===== config.mk =====
export PLATFORM = sky130hd
export DESIGN_NAME = pla_sum_of_products_eval_unit
export DESIGN_NICKNAME = d
export VERILOG_FILES = /design/src/rtl/pla_pkg.sv /design/src/rtl/pla_planes.sv /design/src/rtl/pla_eval.sv /design/src/rtl/pla_sum_of_products_eval_unit.sv
export SDC_FILE = /design/constraint.sdc
export NUM_CORES = 1
export LEC_CHECK = 0
export BUFFER_PORTS_ARGS = -buffer_cell sky130_fd_sc_hd__buf_4
export CORE_MARGIN = 1
export CORE_UTILIZATION = 55
export CTS_CLUSTER_DIAMETER = 100
export CTS_CLUSTER_SIZE = 14
export DETAILED_ROUTE_END_ITERATION = 12
export PLACE_DENSITY = 0.71
export SYNTH_ARGS = -nofsm -noshare
export SYNTH_HDL_FRONTEND = slang
export SYNTH_SLANG_ARGS = --single-unit

===== constraint.sdc =====
create_clock -name i_clk -period 7.92 [get_ports i_clk]
set_input_delay 1.584 -clock i_clk [delete_from_list [all_inputs] [get_ports i_clk]]
set_output_delay 1.584 -clock i_clk [all_outputs]
set_load 0.01 [all_outputs]

===== src/rtl/pla_pkg.sv =====
// Package for the sum-of-products logic array evaluator.
// Field widths, opcodes, register indexes, reset values and shared structs.
// No dependencies.
package pla_pkg;

    localparam int OP_W     = 2;
    localparam int ROW_W    = 4;
    localparam int FUSE_W   = 16;
    localparam int VEC_W    = 8;
    localparam int OIDX_W   = 4;

    localparam int N_IN_W   = 4;
    localparam int N_OUT_W  = 4;
    localparam int N_PR_W   = 5;
    localparam int CFG_W    = 5;
    localparam int CFG_IDX_W = 2;

    localparam int S_TDATA_W = 32;
    localparam int M_TDATA_W = 8;

    localparam logic [N_IN_W-1:0]  N_IN_RST  = 4'd8;
    localparam logic [N_OUT_W-1:0] N_OUT_RST = 4'd8;
    localparam logic [N_PR_W-1:0]  N_PR_RST  = 5'd16;

    typedef enum logic [OP_W-1:0] {
        OP_LOAD_AND = 2'd0,
        OP_LOAD_OR  = 2'd1,
        OP_EVAL     = 2'd2
    } t_op;

    typedef enum logic [CFG_IDX_W-1:0] {
        CFG_INPUTS   = 2'd0,
        CFG_OUTPUTS  = 2'd1,
        CFG_PRODUCTS = 2'd2
    } t_cfg_idx;

    typedef struct packed {
        logic [OP_W-1:0]   op;
        logic [ROW_W-1:0]  row_index;
        logic [FUSE_W-1:0] fuse_word;
        logic [VEC_W-1:0]  input_values;
        logic [OIDX_W-1:0] output_index;
    } t_item;

    typedef struct packed {
        logic [N_IN_W-1:0]  inputs_in_use;
        logic [N_OUT_W-1:0] outputs_in_use;
        logic [N_PR_W-1:0]  products_in_use;
    } t_cfg;

    typedef struct packed {
        logic and_we;
        logic or_we;
    } t_plane_wr;

endpackage


===== src/rtl/pla_planes.sv =====
// AND and OR plane storage of the logic array, cleared at reset.
// Depends on pla_pkg.
module pla_planes #(
    parameter int MAX_INPUTS   = 8,
    parameter int MAX_PRODUCTS = 16,
    parameter int MAX_OUTPUTS  = 8
) (
    input  logic                                          i_clk,
    input  logic                                          i_rst_n,
    input  pla_pkg::t_plane_wr                            i_wr,
    input  pla_pkg::t_item                                i_item,
    output logic [MAX_PRODUCTS-1:0][2*MAX_INPUTS-1:0]     o_and_plane,
    output logic [MAX_OUTPUTS-1:0][MAX_PRODUCTS-1:0]      o_or_plane
);

    localparam int AND_W = 2 * MAX_INPUTS;
    localparam int AEXT_W = (AND_W > pla_pkg::FUSE_W) ? AND_W : pla_pkg::FUSE_W;
    localparam int OEXT_W = (MAX_PRODUCTS > pla_pkg::FUSE_W) ? MAX_PRODUCTS
                                                             : pla_pkg::FUSE_W;

    logic [MAX_PRODUCTS-1:0][AND_W-1:0]        r_and, n_and;
    logic [MAX_OUTPUTS-1:0][MAX_PRODUCTS-1:0]  r_or, n_or;
    logic [AEXT_W-1:0] and_ext;
    logic [OEXT_W-1:0] or_ext;

    // Fuse bits past the row width drop, missing ones read as zero.
    assign and_ext = AEXT_W'(i_item.fuse_word);
    assign or_ext  = OEXT_W'(i_item.fuse_word);

    always_comb begin
        n_and = r_and;
        n_or  = r_or;
        for (int p = 0; p < MAX_PRODUCTS; p++) begin
            if (i_wr.and_we && (int'(i_item.row_index) == p)) begin
                n_and[p] = and_ext[AND_W-1:0];
            end
        end
        for (int o = 0; o < MAX_OUTPUTS; o++) begin
            if (i_wr.or_we && (int'(i_item.row_index) == o)) begin
                n_or[o] = or_ext[MAX_PRODUCTS-1:0];
            end
        end
    end

    always_ff @(posedge i_clk) begin
        if (!i_rst_n) begin
            r_and <= '0;
            r_or  <= '0;
        end else begin
            r_and <= n_and;
            r_or  <= n_or;
        end
    end

    assign o_and_plane = r_and;
    assign o_or_plane  = r_or;

endmodule


===== src/rtl/pla_eval.sv =====
// Combinational sum-of-products evaluation of one output for one input vector.
// Depends on pla_pkg.
module pla_eval #(
    parameter int MAX_INPUTS   = 8,
    parameter int MAX_PRODUCTS = 16,
    parameter int MAX_OUTPUTS  = 8
) (
    input  pla_pkg::t_item                                i_item,
    input  pla_pkg::t_cfg                                 i_cfg,
    input  logic [MAX_PRODUCTS-1:0][2*MAX_INPUTS-1:0]     i_and_plane,
    input  logic [MAX_OUTPUTS-1:0][MAX_PRODUCTS-1:0]      i_or_plane,
    output logic                                          o_out_value,
    output logic                                          o_index_error
);

    localparam int VEXT_W = (MAX_INPUTS > pla_pkg::VEC_W) ? MAX_INPUTS : pla_pkg::VEC_W;

    logic [VEXT_W-1:0]       vec_ext;
    logic [MAX_PRODUCTS-1:0] prod;
    logic [MAX_PRODUCTS-1:0] or_row;

    // Inputs past the vector width read as zero.
    assign vec_ext = VEXT_W'(i_item.input_values);

    always_comb begin
        logic all_ok;
        logic any_fuse;
        logic inv;
        logic rg;
        logic v;
        logic used;
        for (int p = 0; p < MAX_PRODUCTS; p++) begin
            all_ok   = 1'b1;
            any_fuse = 1'b0;
            for (int j = 0; j < MAX_INPUTS; j++) begin
                inv  = i_and_plane[p][2*j];
                rg   = i_and_plane[p][2*j+1];
                v    = vec_ext[j];
                used = (int'(i_cfg.inputs_in_use) > j);
                if (used) begin
                    all_ok   = all_ok & ((v & ~inv) | (~v & ~rg));
                    any_fuse = any_fuse | inv | rg;
                end
            end
            // all-zero fuse row means inactive term
            prod[p] = all_ok & any_fuse & (int'(i_cfg.products_in_use) > p);
        end
    end

    always_comb begin
        or_row = '0;
        for (int o = 0; o < MAX_OUTPUTS; o++) begin
            if (int'(i_item.output_index) == o) begin
                or_row = i_or_plane[o];
            end
        end
    end

    assign o_index_error = (int'(i_item.output_index) >= int'(i_cfg.outputs_in_use))
                        || (int'(i_item.output_index) >= MAX_OUTPUTS);
    assign o_out_value   = ~o_index_error & (|(or_row & prod));

endmodule


===== src/rtl/pla_sum_of_products_eval_unit.sv =====
// Top level of the sum-of-products logic array evaluator (stream in/out).
// Depends on pla_pkg, pla_planes and pla_eval.
// An accepted evaluate goes through the input register, then the result register;
//   throughput is one transaction per cycle while the result stream does not stall.
// Loads take effect for any evaluate accepted in the following cycle or later.
// Reset (i_rst_n low, synchronous) clears both planes, empties the pipeline and
//   returns the config registers to 8 inputs, 8 outputs, 16 products.
module pla_sum_of_products_eval_unit #(
    parameter int MAX_INPUTS   = 8,
    parameter int MAX_PRODUCTS = 16,
    parameter int MAX_OUTPUTS  = 8
) (
    input  logic                             i_clk,
    input  logic                             i_rst_n,
    // config write port
    input  logic                             i_cfg_we,
    input  logic [pla_pkg::CFG_IDX_W-1:0]    i_cfg_index,
    input  logic [pla_pkg::CFG_W-1:0]        i_cfg_wdata,
    // input stream
    input  logic                             i_s_axis_tvalid,
    output logic                             o_s_axis_tready,
    // tdata: row_index[3:0], fuse_word[19:4], input_values[27:20], output_index[31:28]
    input  logic [pla_pkg::S_TDATA_W-1:0]    i_s_axis_tdata,
    // tuser: op[1:0]
    input  logic [pla_pkg::OP_W-1:0]         i_s_axis_tuser,
    // result stream
    output logic                             o_m_axis_tvalid,
    input  logic                             i_m_axis_tready,
    // tdata: out_value[0], index_error[1], zero pad[7:2]
    output logic [pla_pkg::M_TDATA_W-1:0]    o_m_axis_tdata
);

    logic [MAX_PRODUCTS-1:0][2*MAX_INPUTS-1:0] and_plane;
    logic [MAX_OUTPUTS-1:0][MAX_PRODUCTS-1:0]  or_plane;

    pla_pkg::t_cfg     r_cfg;
    pla_pkg::t_item    r_item, in_item;
    logic              r_s1_valid;
    logic              r_out_valid;
    logic              r_out_value;
    logic              r_out_err;
    logic              s1_is_eval;
    logic              out_stall;
    logic              s1_adv;
    logic              in_take;
    logic              eval_value;
    logic              eval_err;
    pla_pkg::t_plane_wr plane_wr;

    // Unpack stream payload
    assign in_item.op           = i_s_axis_tuser;
    assign in_item.row_index    = i_s_axis_tdata[3:0];
    assign in_item.fuse_word    = i_s_axis_tdata[19:4];
    assign in_item.input_values = i_s_axis_tdata[27:20];
    assign in_item.output_index = i_s_axis_tdata[31:28];

    // Config registers; unknown index ignored.
    always_ff @(posedge i_clk) begin
        if (!i_rst_n) begin
            r_cfg.inputs_in_use   <= pla_pkg::N_IN_RST;
            r_cfg.outputs_in_use  <= pla_pkg::N_OUT_RST;
            r_cfg.products_in_use <= pla_pkg::N_PR_RST;
        end else if (i_cfg_we) begin
            unique case (i_cfg_index)
                pla_pkg::CFG_INPUTS:
                    r_cfg.inputs_in_use <= i_cfg_wdata[pla_pkg::N_IN_W-1:0];
                pla_pkg::CFG_OUTPUTS:
                    r_cfg.outputs_in_use <= i_cfg_wdata[pla_pkg::N_OUT_W-1:0];
                pla_pkg::CFG_PRODUCTS:
                    r_cfg.products_in_use <= i_cfg_wdata[pla_pkg::N_PR_W-1:0];
                default: ;
            endcase
        end
    end

    // Pipeline control: loads always leave stage 1, evaluates need a free result slot.
    assign s1_is_eval      = (r_item.op == pla_pkg::OP_EVAL);
    assign out_stall       = r_out_valid && !i_m_axis_tready;
    assign s1_adv          = r_s1_valid && (!s1_is_eval || !out_stall);
    assign o_s_axis_tready = !r_s1_valid || s1_adv;
    assign in_take         = i_s_axis_tvalid && o_s_axis_tready;

    // Input register
    always_ff @(posedge i_clk) begin
        if (!i_rst_n) begin
            r_s1_valid <= 1'b0;
        end else if (o_s_axis_tready) begin
            r_s1_valid <= i_s_axis_tvalid;
        end
    end

    always_ff @(posedge i_clk) begin
        if (in_take) begin
            r_item <= in_item;
        end
    end

    // Plane writes come from stage 1, so a following evaluate sees them.
    assign plane_wr.and_we = s1_adv && (r_item.op == pla_pkg::OP_LOAD_AND);
    assign plane_wr.or_we  = s1_adv && (r_item.op == pla_pkg::OP_LOAD_OR);

    pla_planes #(
        .MAX_INPUTS   (MAX_INPUTS),
        .MAX_PRODUCTS (MAX_PRODUCTS),
        .MAX_OUTPUTS  (MAX_OUTPUTS)
    ) u_planes (
        .i_clk       (i_clk),
        .i_rst_n     (i_rst_n),
        .i_wr        (plane_wr),
        .i_item      (r_item),
        .o_and_plane (and_plane),
        .o_or_plane  (or_plane)
    );

    pla_eval #(
        .MAX_INPUTS   (MAX_INPUTS),
        .MAX_PRODUCTS (MAX_PRODUCTS),
        .MAX_OUTPUTS  (MAX_OUTPUTS)
    ) u_eval (
        .i_item        (r_item),
        .i_cfg         (r_cfg),
        .i_and_plane   (and_plane),
        .i_or_plane    (or_plane),
        .o_out_value   (eval_value),
        .o_index_error (eval_err)
    );

    // Result register
    always_ff @(posedge i_clk) begin
        if (!i_rst_n) begin
            r_out_valid <= 1'b0;
        end else if (s1_adv && s1_is_eval) begin
            r_out_valid <= 1'b1;
        end else if (i_m_axis_tready) begin
            r_out_valid <= 1'b0;
        end
    end

    always_ff @(posedge i_clk) begin
        if (s1_adv && s1_is_eval) begin
            r_out_value <= eval_value;
            r_out_err   <= eval_err;
        end
    end

    assign o_m_axis_tvalid = r_out_valid;
    assign o_m_axis_tdata  = {6'b0, r_out_err, r_out_value};

`ifndef SYNTH
    // An error result always carries a zero value.
    a_err_zero: assert property (@(posedge i_clk) disable iff (!i_rst_n)
        r_out_valid |-> !(r_out_value && r_out_err))
        else $error("error result with nonzero value");

    // An evaluate leaving stage 1 yields a result next cycle.
    a_eval_result: assert property (@(posedge i_clk) disable iff (!i_rst_n)
        (s1_adv && s1_is_eval) |=> r_out_valid)
        else $error("evaluate lost");

    // Loads and ignored ops never create a result.
    a_load_quiet: assert property (@(posedge i_clk) disable iff (!i_rst_n)
        (!(r_s1_valid && s1_is_eval) && !out_stall) |=> !r_out_valid)
        else $error("result without evaluate");

    // Stage 1 holds an evaluate while the result slot is stalled.
    a_s1_hold: assert property (@(posedge i_clk) disable iff (!i_rst_n)
        (r_s1_valid && s1_is_eval && out_stall) |=> (r_s1_valid && $stable(r_item)))
        else $error("stage 1 dropped a stalled evaluate");
`endif

endmodule


* After elaboration in Yosys (flattened, before gate mapping)
Cells that the tools add are included.
W data, S select, Z words.
** Word-level totals
- Register bits :: 435
- Bits in latches :: 0
- Memory bits (writable) :: 0
- Bits in read-only memories :: 0
- Input port bits :: 46
- Output and inout bits :: 10
- Logic and storage cells :: 1435
- Memories kept :: 0
** Cells by class
- Add/sub/neg operators :: 0
- Multiply operators :: 0
- Div/mod/pow operators :: 0
- Magnitude comparators :: 26
- Equality and inequality tests :: 26
- Shift-type cells :: 0
- Multiplexer cells :: 266
- Bitwise logic cells :: 1035
- Reductions and logical operators :: 46
** Operators by type and width (count)
- $and A1 B1 Y1 :: 401
- $or A1 B1 Y1 :: 368
- $not A1 Y1 :: 265
- $mux W1 :: 258
- $mux W16 :: 8
- $eq A4 B4 Y1 const B :: 12
- $gt A5 B4 Y1 const B :: 8
- $logic_and A1 B1 Y1 :: 30
- $eq A4 B3 Y1 const B :: 6
- $gt A5 B3 Y1 const B :: 4
- $and A16 B16 Y16 :: 1
- $gt A4 B3 Y1 const B :: 4
- $reduce_or A16 Y1 :: 1
- $eq A4 B2 Y1 const B :: 3
- $gt A5 B1 Y1 const B :: 2
- $gt A5 B2 Y1 const B :: 2
- $gt A4 B1 Y1 const B :: 2
- $gt A4 B2 Y1 const B :: 2
- $logic_not A4 Y1 :: 2
- $reduce_and A2 Y1 :: 3
- $eq A2 B1 Y1 const B :: 2
- $eq A2 B2 Y1 const B :: 2
- $eq A4 B1 Y1 const B :: 1
- $ge A4 B4 Y1 :: 1
- other kinds (5) :: 11

* Depth between registers and ports, before layout
Gate-level depths: netlist (run 1).
- Depth after elaboration :: 28
- Depth in mapped cells :: 11
- Mapped depth without buffers :: 8

* Modules after synthesis
Synthesis (run 1) repeated with hierarchy kept, for this count alone.
** Second synthesis, totals
- Cells, all modules :: 2115
- Area, all modules :: 20293.2 µm²
** By module, submodules not included
- pla_planes :: times used 1, cells an instance 1314, area each 13779.5 µm², seq. area each 7687.4 µm²
- pla_eval :: times used 1, cells an instance 692, area each 4729.5 µm², seq. area each 0.0 µm²
- pla_sum_of_products_eval_unit :: times used 1, cells an instance 109, area each 1784.2 µm², seq. area each 1381.3 µm²

* Least setup slack after synthesis (run 1)
No wires, ideal clock.
- Path type :: input to register
- Start :: input port i_m_axis_tready
- End :: register r_item[0] (netlist name), enable pin
- Library setup time :: 0.429 ns
- Arrival time :: 3.304 ns
- Data required time :: 7.491 ns
- Path slack :: 4.187 ns
- Stages :: 3
- Path buffers :: 0
- Path through :: nand2b_1 -> nor2_1 -> nor2b_1
** On the way
- Longest elaborated chain between the ends :: 7
** RTL lines
- from (decl) :: line pla_sum_of_products_eval_unit.sv:28 : input logic i_m_axis_tready,
- $logic_not A1 Y1 :: line pla_sum_of_products_eval_unit.sv:78 : assign out_stall = r_out_valid && !i_m_axis_tready;
- $logic_and A1 B1 Y1 :: line pla_sum_of_products_eval_unit.sv:78
- $logic_not A1 Y1 :: line pla_sum_of_products_eval_unit.sv:79 : assign s1_adv = r_s1_valid && (!s1_is_eval || !out_stall);
- $logic_or A1 B1 Y1 :: line pla_sum_of_products_eval_unit.sv:79
- $logic_and A1 B1 Y1 :: line pla_sum_of_products_eval_unit.sv:79
- $logic_or A1 B1 Y1 :: line pla_sum_of_products_eval_unit.sv:80 : assign o_s_axis_tready = !r_s1_valid || s1_adv;
- $logic_and A1 B1 Y1 :: line pla_sum_of_products_eval_unit.sv:81 : assign in_take = i_s_axis_tvalid && o_s_axis_tready;
- named net in_take :: line pla_sum_of_products_eval_unit.sv:45 : logic in_take;
- to (signal assigned) :: line pla_sum_of_products_eval_unit.sv:94 : r_item <= in_item;
- to (decl) :: line pla_sum_of_products_eval_unit.sv:37 : pla_pkg::t_item r_item, in_item;
The timed path passes the listed nets, and every way through them passes these cells.
A chain may end at the register's enable or synchronous reset.

* Worst setup path in the final report (run 1)
- Start :: input port i_m_axis_tready
- End :: output port o_s_axis_tready
** On the way
- Longest elaborated chain between the ends :: 6
** RTL lines
- $logic_not A1 Y1 :: line pla_sum_of_products_eval_unit.sv:78
- $logic_and A1 B1 Y1 :: line pla_sum_of_products_eval_unit.sv:78
- $logic_not A1 Y1 :: line pla_sum_of_products_eval_unit.sv:79
- $logic_or A1 B1 Y1 :: line pla_sum_of_products_eval_unit.sv:79
- $logic_and A1 B1 Y1 :: line pla_sum_of_products_eval_unit.sv:79
- $logic_or A1 B1 Y1 :: line pla_sum_of_products_eval_unit.sv:80
- to (decl) :: line pla_sum_of_products_eval_unit.sv:21 : output logic o_s_axis_tready,
Every way passes these cells.

==> summary.txt, run 1 <==
GRT
  • Gr usage total: 37.0%
  • Antenna violations before repair: 0
  • Number of global-route vias before repair: 17500
  • Largest net degree at the start of global routing: 170
  • Global-route wire length before repair: 107000 um
  • Overflow after GRT: 0

CTS
  • TritonCTS buffer count: 37
  • Worst-Skew Late Latency: 0.57 ns
  • Setup bufs post-CTS: 0
  • Cts repair resizes: 0
  • CTS tree: yes
  • Clock buffer depth: 3
  • Clk sinks: 435
  • H-tree levels: 2
  • Root Driver: clkbuf_16
  • Hold_buf cts: 0
  • Clock-pin slew on the worst setup and hold paths: 0.07 ns

Timing
  • Rel. slew slack: 15.1%
  • Final Skew: 0.0236 ns
  • Fmax: 0.254 GHz
  • Setup ws final: 3.99 ns
  • Minimum clock period: 3.93 ns
  • Final Setup Violations: 0
  • RSZ-0062 raised after global routing: no
  • Post-Route Setup TNS: 0 ns
  • Hold Fails Final Rpt: 0
  • Final Max Tran Viols: 0
  • Tcrit/Tclk final: 49.6%
  • Tightest Pin Transition: 1.27 ns

Worst setup path
  • CP delay by family, top: simple AND/OR/NAND/NOR gates
  • Reg-to-reg endpoint: r_out_value
  • Top cell by count, worst path: buf_4
  • Critical Path AT: 2.35 ns
  • CP peak stage delay: 0.27 ns
  • Reg2reg start: r_cfg[9]
  • Crit path max fanout: 3
  • Number of buffers and inverters on the critical path: 3
  • Worst path slowest cell: nor2_1
  • CP Launch Type: input port
  • R2R depth: 7
  • CP Cell Sequence: buf_4 -> nand2b_1 -> nor2_1 -> inv_1 -> buf_4
  • R2R setup slack: 4.00 ns
  • CP required: 6.34 ns
  • CP Capture Type: output port
  • Crit Path Category: in2out

Logic synthesis
  • Top_reg_cell synth: dfxtp_1
  • Netlist Area Pre-Place: 20800 um2
  • Post-synth EDFFs: 36
  • Synthesized area per cell: 8.31 um2
  • Yosys top cell area share: 38.4%
  • Synth area leader: dfxtp_1
  • Synth warn: 0
  • Post-synthesis cell count: 2504
  • Ys async rst share: 0%
  • Seq cells post-synth: 435
  • Distinct cells, synth: 73
  • Post-synthesis sequential area ratio: 43.6%
  • Top cells by area, synth: dfxtp_1, nand2_1, a21boi_0

Route
  • Antenna-violating nets left: 0
  • Vias: 18900
  • DRC viols: 0
  • WL per Instance: 24.2 um
  • First drt pass iteration count: 7
  • Wirelength, routed: 71800 um
  • Vias per inst: 6.37
  • DR iter-0 viols: 2542

Min path
  • Worst Hold Class: reg2reg
  • Worst Hold End: u_planes.o_or_plane[73]
  • Hold path depth: 2
  • Hold Startpoint: u_planes.o_or_plane[73]

Finish
  • Area Overhead vs Synth: 7.72%
  • Most frequent cells in the layout: nand2_1, dfxtp_1, a21boi_0
  • Final nets: 2499
  • Final non-filler cell total: 2966
  • Fraction of layout cells with a size suffix above 1: 7.76%
  • Commonest non-fill, non-tap cell in the layout: nand2_1

Run
  • Max_cap viols: 0

Die
  • I/O Pins: 56
  • Full die area: 38600 um2
  • Std-Cell Rows: 70
  • DIE HEIGHT: 197 um
  • Die Width: 197 um
  • Initial core utilization: 56.3%
  • Core area: 37000 um2

Power and ir drop
  • Static leakage: 7.51 nW
  • Peak VDD IR: 0.251 mV
  • Power density over the cells: 192 nW/um2

Placement
  • Hpwl dp: 43800 um
  • Inst Count DP: 2914
  • Buffers on Ports: 49
  • Final Wtd Congestion: 1.05
  • Pre-CTS setup slack: 3.99 ns

Run status
  • Status: complete, no violations
[metrics by stage]
step | util [%] | hold slack, ns | total power [W] | area (um2)
floorplan | - | 0.438 | 0.00249 | 20800
global placement | 57.9 | 0.450 | 0.00262 | 21400
detailed placement | 57.9 | 0.456 | 0.00263 | 21400
CTS | 60.7 | 0.464 | 0.00431 | 22400
global route | 60.7 | 0.483 | 0.00441 | 22400
finish | 60.7 | 0.461 | 0.00431 | 22400
[layer usage]
| metal | vias to the layer above | global-route usage (%) | wire, um |
|---|---|---|---|
| li1 | 8498 | - | - |
| met1 | 8967 | 51.0 | 28700 |
| met2 | 1188 | 54.8 | 30400 |
| met3 | 247 | 7.03 | 8610 |
| met4 | 0 | 19.7 | 4050 |
| met5 | - | 0 | 0 |
[worst max path at each step]
| stage | startpoint | endpoint | slack [ns] | depth (start not counted) |
|---|---|---|---|---|
| 2_1_floorplan | i_m_axis_tready | r_item[0] | 4.19 | 3 |
| 3_3_place_gp | i_m_axis_tready | o_s_axis_tready | 4.00 | 5 |
| 3_5_place_dp | i_m_axis_tready | o_s_axis_tready | 3.99 | 5 |
| 4_1_cts | i_m_axis_tready | o_s_axis_tready | 3.99 | 5 |
| 5_1_grt | i_m_axis_tready | o_s_axis_tready | 3.93 | 5 |
| 6_report | i_m_axis_tready | o_s_axis_tready | 3.99 | 5 |
[cell usage after synthesis, types with 6 or more instances]
master / count
mux2_2: 22
nand2b_1: 9
dfxtp_1: 399
nand2_1: 756
nor2_1: 77
buf_4: 11
nor3_1: 24
clkbuf_1: 146
o21ai_0: 122
o211ai_1: 11
edfxtp_1: 36
inv_1: 10
nor2b_1: 57
a221oi_1: 6
nand4_1: 20
o2bb2ai_1: 6
mux2i_1: 160
nor4_1: 12
a21oi_1: 35
o221ai_1: 15
o41ai_1: 11
a21boi_0: 353
a22oi_1: 6
buf_2: 37
nand3_1: 11
o22ai_1: 58
[area by class of cell]
| cell class | instances | area (um2) |
|---|---|---|
| Multi-Input combinational cell | 1863 | 10900 |
| Clock inverter | 3 | 25.0 |
| Sequential cell | 435 | 9070 |
| Fill cell | 3326 | 14500 |
| Tap cell | 504 | 631 |
| Antenna cell | 1 | 2.50 |
| Inverter | 11 | 41.3 |
| Clock buffer | 48 | 1010 |
| Timing Repair Buffer | 101 | 764 |
[flip-flops by register name (all words and copies together) (netlist names)]
register,flops
u_planes.o_and_plane,256
r_cfg,13
r_out_value,1
o_m_axis_tvalid,1
r_s1_valid,1
r_out_err,1
u_planes.o_or_plane,128
r_item,34
[tightest hold or removal path: cells and delay by family (launching register included)]
family | cells | cell delay (ns)
AOI/OAI and AO/OA | 1 | 0.06
DFF | 1 | 0.30
and+or+nand+nor | 1 | 0.04
[power breakdown]
group / total, W / internal [W] / switching, W
sequential: 0.00226 / 0.00223 / 0.0000276
clock: 0.00172 / 0.000892 / 0.000827
combinational: 0.000332 / 0.000104 / 0.000228
[cell families (layout without fill, tap and decap cells)]
logic type	after synthesis	count (layout)	share of synthesized area, %
other	1	7	0.0180
AO/OA/AOI/OAI	674	674	22.6
multiplexers	183	183	8.99
adder cells (fa/ha/maj)	4	4	0.240
flip-flops	435	435	43.6
AND/OR/NAND/NOR	996	996	20.1
buffers and inverters	211	163	4.41
Power figures use the tool's default switching activity.
==> run 2, diff against run 1 <==
- ABC_AREA: not set -> 1
- PLACE_DENSITY: 0.71 -> 0.73
- clock period: 7.92 -> 3.28 ns (I/O delays scaled with it)
==> summary.txt, run 2 <==
Logic synthesis
  • Post-synth EDFFs: 36
  • Post-synthesis cell count: 3037
  • Netlist Area Pre-Place: 20300 um2
  • Synthesized area per cell: 6.67 um2
  • Commonest cells post-synth: nor2_1, o21ai_0, nand2_1
  • Seq cells post-synth: 435
  • Distinct cells, synth: 32
  • Ys async rst share: 0%
  • Synth area leader: dfxtp_1
  • Top-count cell post-synth: nor2_1
  • Top cells by area, synth: dfxtp_1, nor2_1, o21ai_0
  • Synth warn: 0
  • Yosys top cell area share: 39.4%
  • Top_reg_cell synth: dfxtp_1
  • Post-synthesis sequential area ratio: 44.8%

Finish
  • Util after Layout: 61.3%
  • Area Overhead vs Synth: 8.72%
  • N_diodes: 0
  • Fin area: 22000 um2
  • Commonest non-fill, non-tap cell in the layout: nor2_1
  • Sequential cell area: 9070 um2
  • Max reg flops: 256
  • Most frequent cells in the layout: nor2_1, o21ai_0, nand2_1
  • Final nets: 3057
  • Multi-input gate area: 9600 um2
  • Fill count: 3350
  • Fraction of layout cells with a size suffix above 1: 6.49%

Worst setup path
  • WP depth: 12
  • Crit Path Category: reg2reg
  • CP peak stage delay: 0.51 ns
  • R2R depth: 12
  • R2R setup slack: 0.44 ns
  • Critical Path AT: 3.16 ns
  • CP Cell Sequence: nor2_1 -> nand2_1 -> o21ai_0 -> nor2_1 -> nand3_1 -> nor2_1 -> nand2_1 -> nand2_1 -> nor2_1 -> nand2_1 -> nor2_1 -> nor2_1
  • Reg-to-reg endpoint: r_out_value
  • Crit path max fanout: 8
  • CP required: 3.60 ns
  • CP Launch Type: register
  • CP Capture Type: register
  • Reg2reg start: r_item[3]
  • CP delay by family, top: simple AND/OR/NAND/NOR gates
  • Worst path slowest cell: nand2_1
  • Top cell by count, worst path: nor2_1
  • Number of buffers and inverters on the critical path: 0

CTS
  • Clock-pin slew on the worst setup and hold paths: 0.07 ns
  • H-tree levels: 2
  • TritonCTS buffer count: 37
  • Root Driver: clkbuf_16
  • Worst-Skew Late Latency: 0.56 ns
  • Clk sinks: 435
  • Cts repair resizes: 0
  • Hold_buf cts: 0
  • Clock buffer depth: 3
  • CTS tree: yes
  • Setup bufs post-CTS: 0

Die
  • Die Width: 194 um
  • Std-Cell Rows: 69
  • Initial core utilization: 56.4%
  • DIE HEIGHT: 194 um
  • I/O Pins: 56
  • Full die area: 37600 um2
  • Core area: 35900 um2

Placement
  • Hpwl dp: 44500 um
  • Dpl cell area: 21000 um2
  • Final Wtd Congestion: 0.994
  • Buffers on Ports: 49

Run status
  • Status: complete, no violations

GRT
  • Number of global-route vias before repair: 18700
  • Antenna violations before repair: 0
  • Global-route wire length before repair: 106000 um
  • Largest net degree at the start of global routing: 107
  • Overflow after GRT: 0
  • Gr usage total: 36.2%

Timing
  • Min Hold Slack: 0.270 ns
  • Post-Route Setup TNS: 0 ns
  • Tcrit/Tclk final: 86.5%
  • Final Skew: 0.0271 ns
  • Hold Fails Final Rpt: 0
  • Minimum clock period: 2.84 ns
  • Tightest Pin Transition: 1.37 ns
  • Fmax: 0.352 GHz
  • Final Setup Violations: 0
  • RSZ-0062 raised after global routing: no
  • Rel. slew slack: 8.40%
  • Final Max Tran Viols: 0

Min path
  • Hold Startpoint: i_s_axis_tdata[18]
  • Hold path depth: 1
  • Worst Hold Class: in2reg
  • Worst Hold End: r_item[26]

Power and ir drop
  • Power density over the cells: 468 nW/um2
  • Total power: 0.0103 W
  • Static leakage: 9.46 nW
  • Peak VDD IR: 0.373 mV

Route
  • DR iter-0 viols: 2185
  • Wirelength, routed: 69000 um
  • Vias: 20400
  • WL per Instance: 19.8 um
  • Vias per inst: 5.85
  • DRC viols: 0
  • First drt pass iteration count: 6
  • Antenna-violating nets left: 0

Run
  • Max_cap viols: 0
run 2: changes by cell type in the layout (fill, tap and decap cells not counted), sizes merged, moves of 160 or more:
cell,before,now
nand2,756,519
a21boi,353,4
o21ai,125,578
nor2,77,781
mux2i,160,0
inv,12,191
run 2: area by class of cell:
type / count / area share [%]
clock buffers: 51 / 4.44
clock inverters: 1 / 0.0739
inverters: 198 / 3.37
multi-input cells: 2204 / 43.6
flip-flops and latches: 435 / 41.2
well taps: 461 / 2.62
repair buffers: 131 / 4.72
run 2: metal layers:
metal / part of all wire (%) / GRT usage, % / wire length [um]
met1: 39 / 46.0 / 27100
met2: 45 / 58.5 / 31400
met3: 9.7 / 6.77 / 6700
met4: 5.6 / 18.9 / 3870
met5: 0 / 0 / 0
run 2: kinds of logic after synthesis:
kind of cell    synth area share [%]
buf+inv                         8.00
flops                           44.8
compound gates                  18.3
simple gates                    28.6
fa+ha+maj                      0.247
other cells                   0.0185
run 2: through the flow:
stage          std cells  setup slack [ns]
2_1_floorplan       3042             0.606
3_3_place_gp        3429             0.517
3_5_place_dp        3429             0.572
4_1_cts             3481             0.557
5_1_grt             3481             0.377
6_report            3481             0.442
run 2: worst max-delay path by stage:
stage	from	endpoint	slack [ns]
CTS	r_item[3]	r_out_value	0.56
global route	r_item[3]	r_out_value	0.38
floorplan	i_m_axis_tready	r_item[0]	0.61
detailed placement	r_item[3]	r_out_value	0.57
finish	r_item[3]	r_out_value	0.44
global placement	r_item[3]	r_out_value	0.52
run 2: where the power goes:
group / leakage, nW / internal (W) / switching [W]
Clock: 0.479 / 0.00207 / 0.00197
Sequential: 3.57 / 0.00541 / 0.0000933
Combinational: 5.42 / 0.000209 / 0.000560
Total: 9.46 / 0.00769 / 0.00262
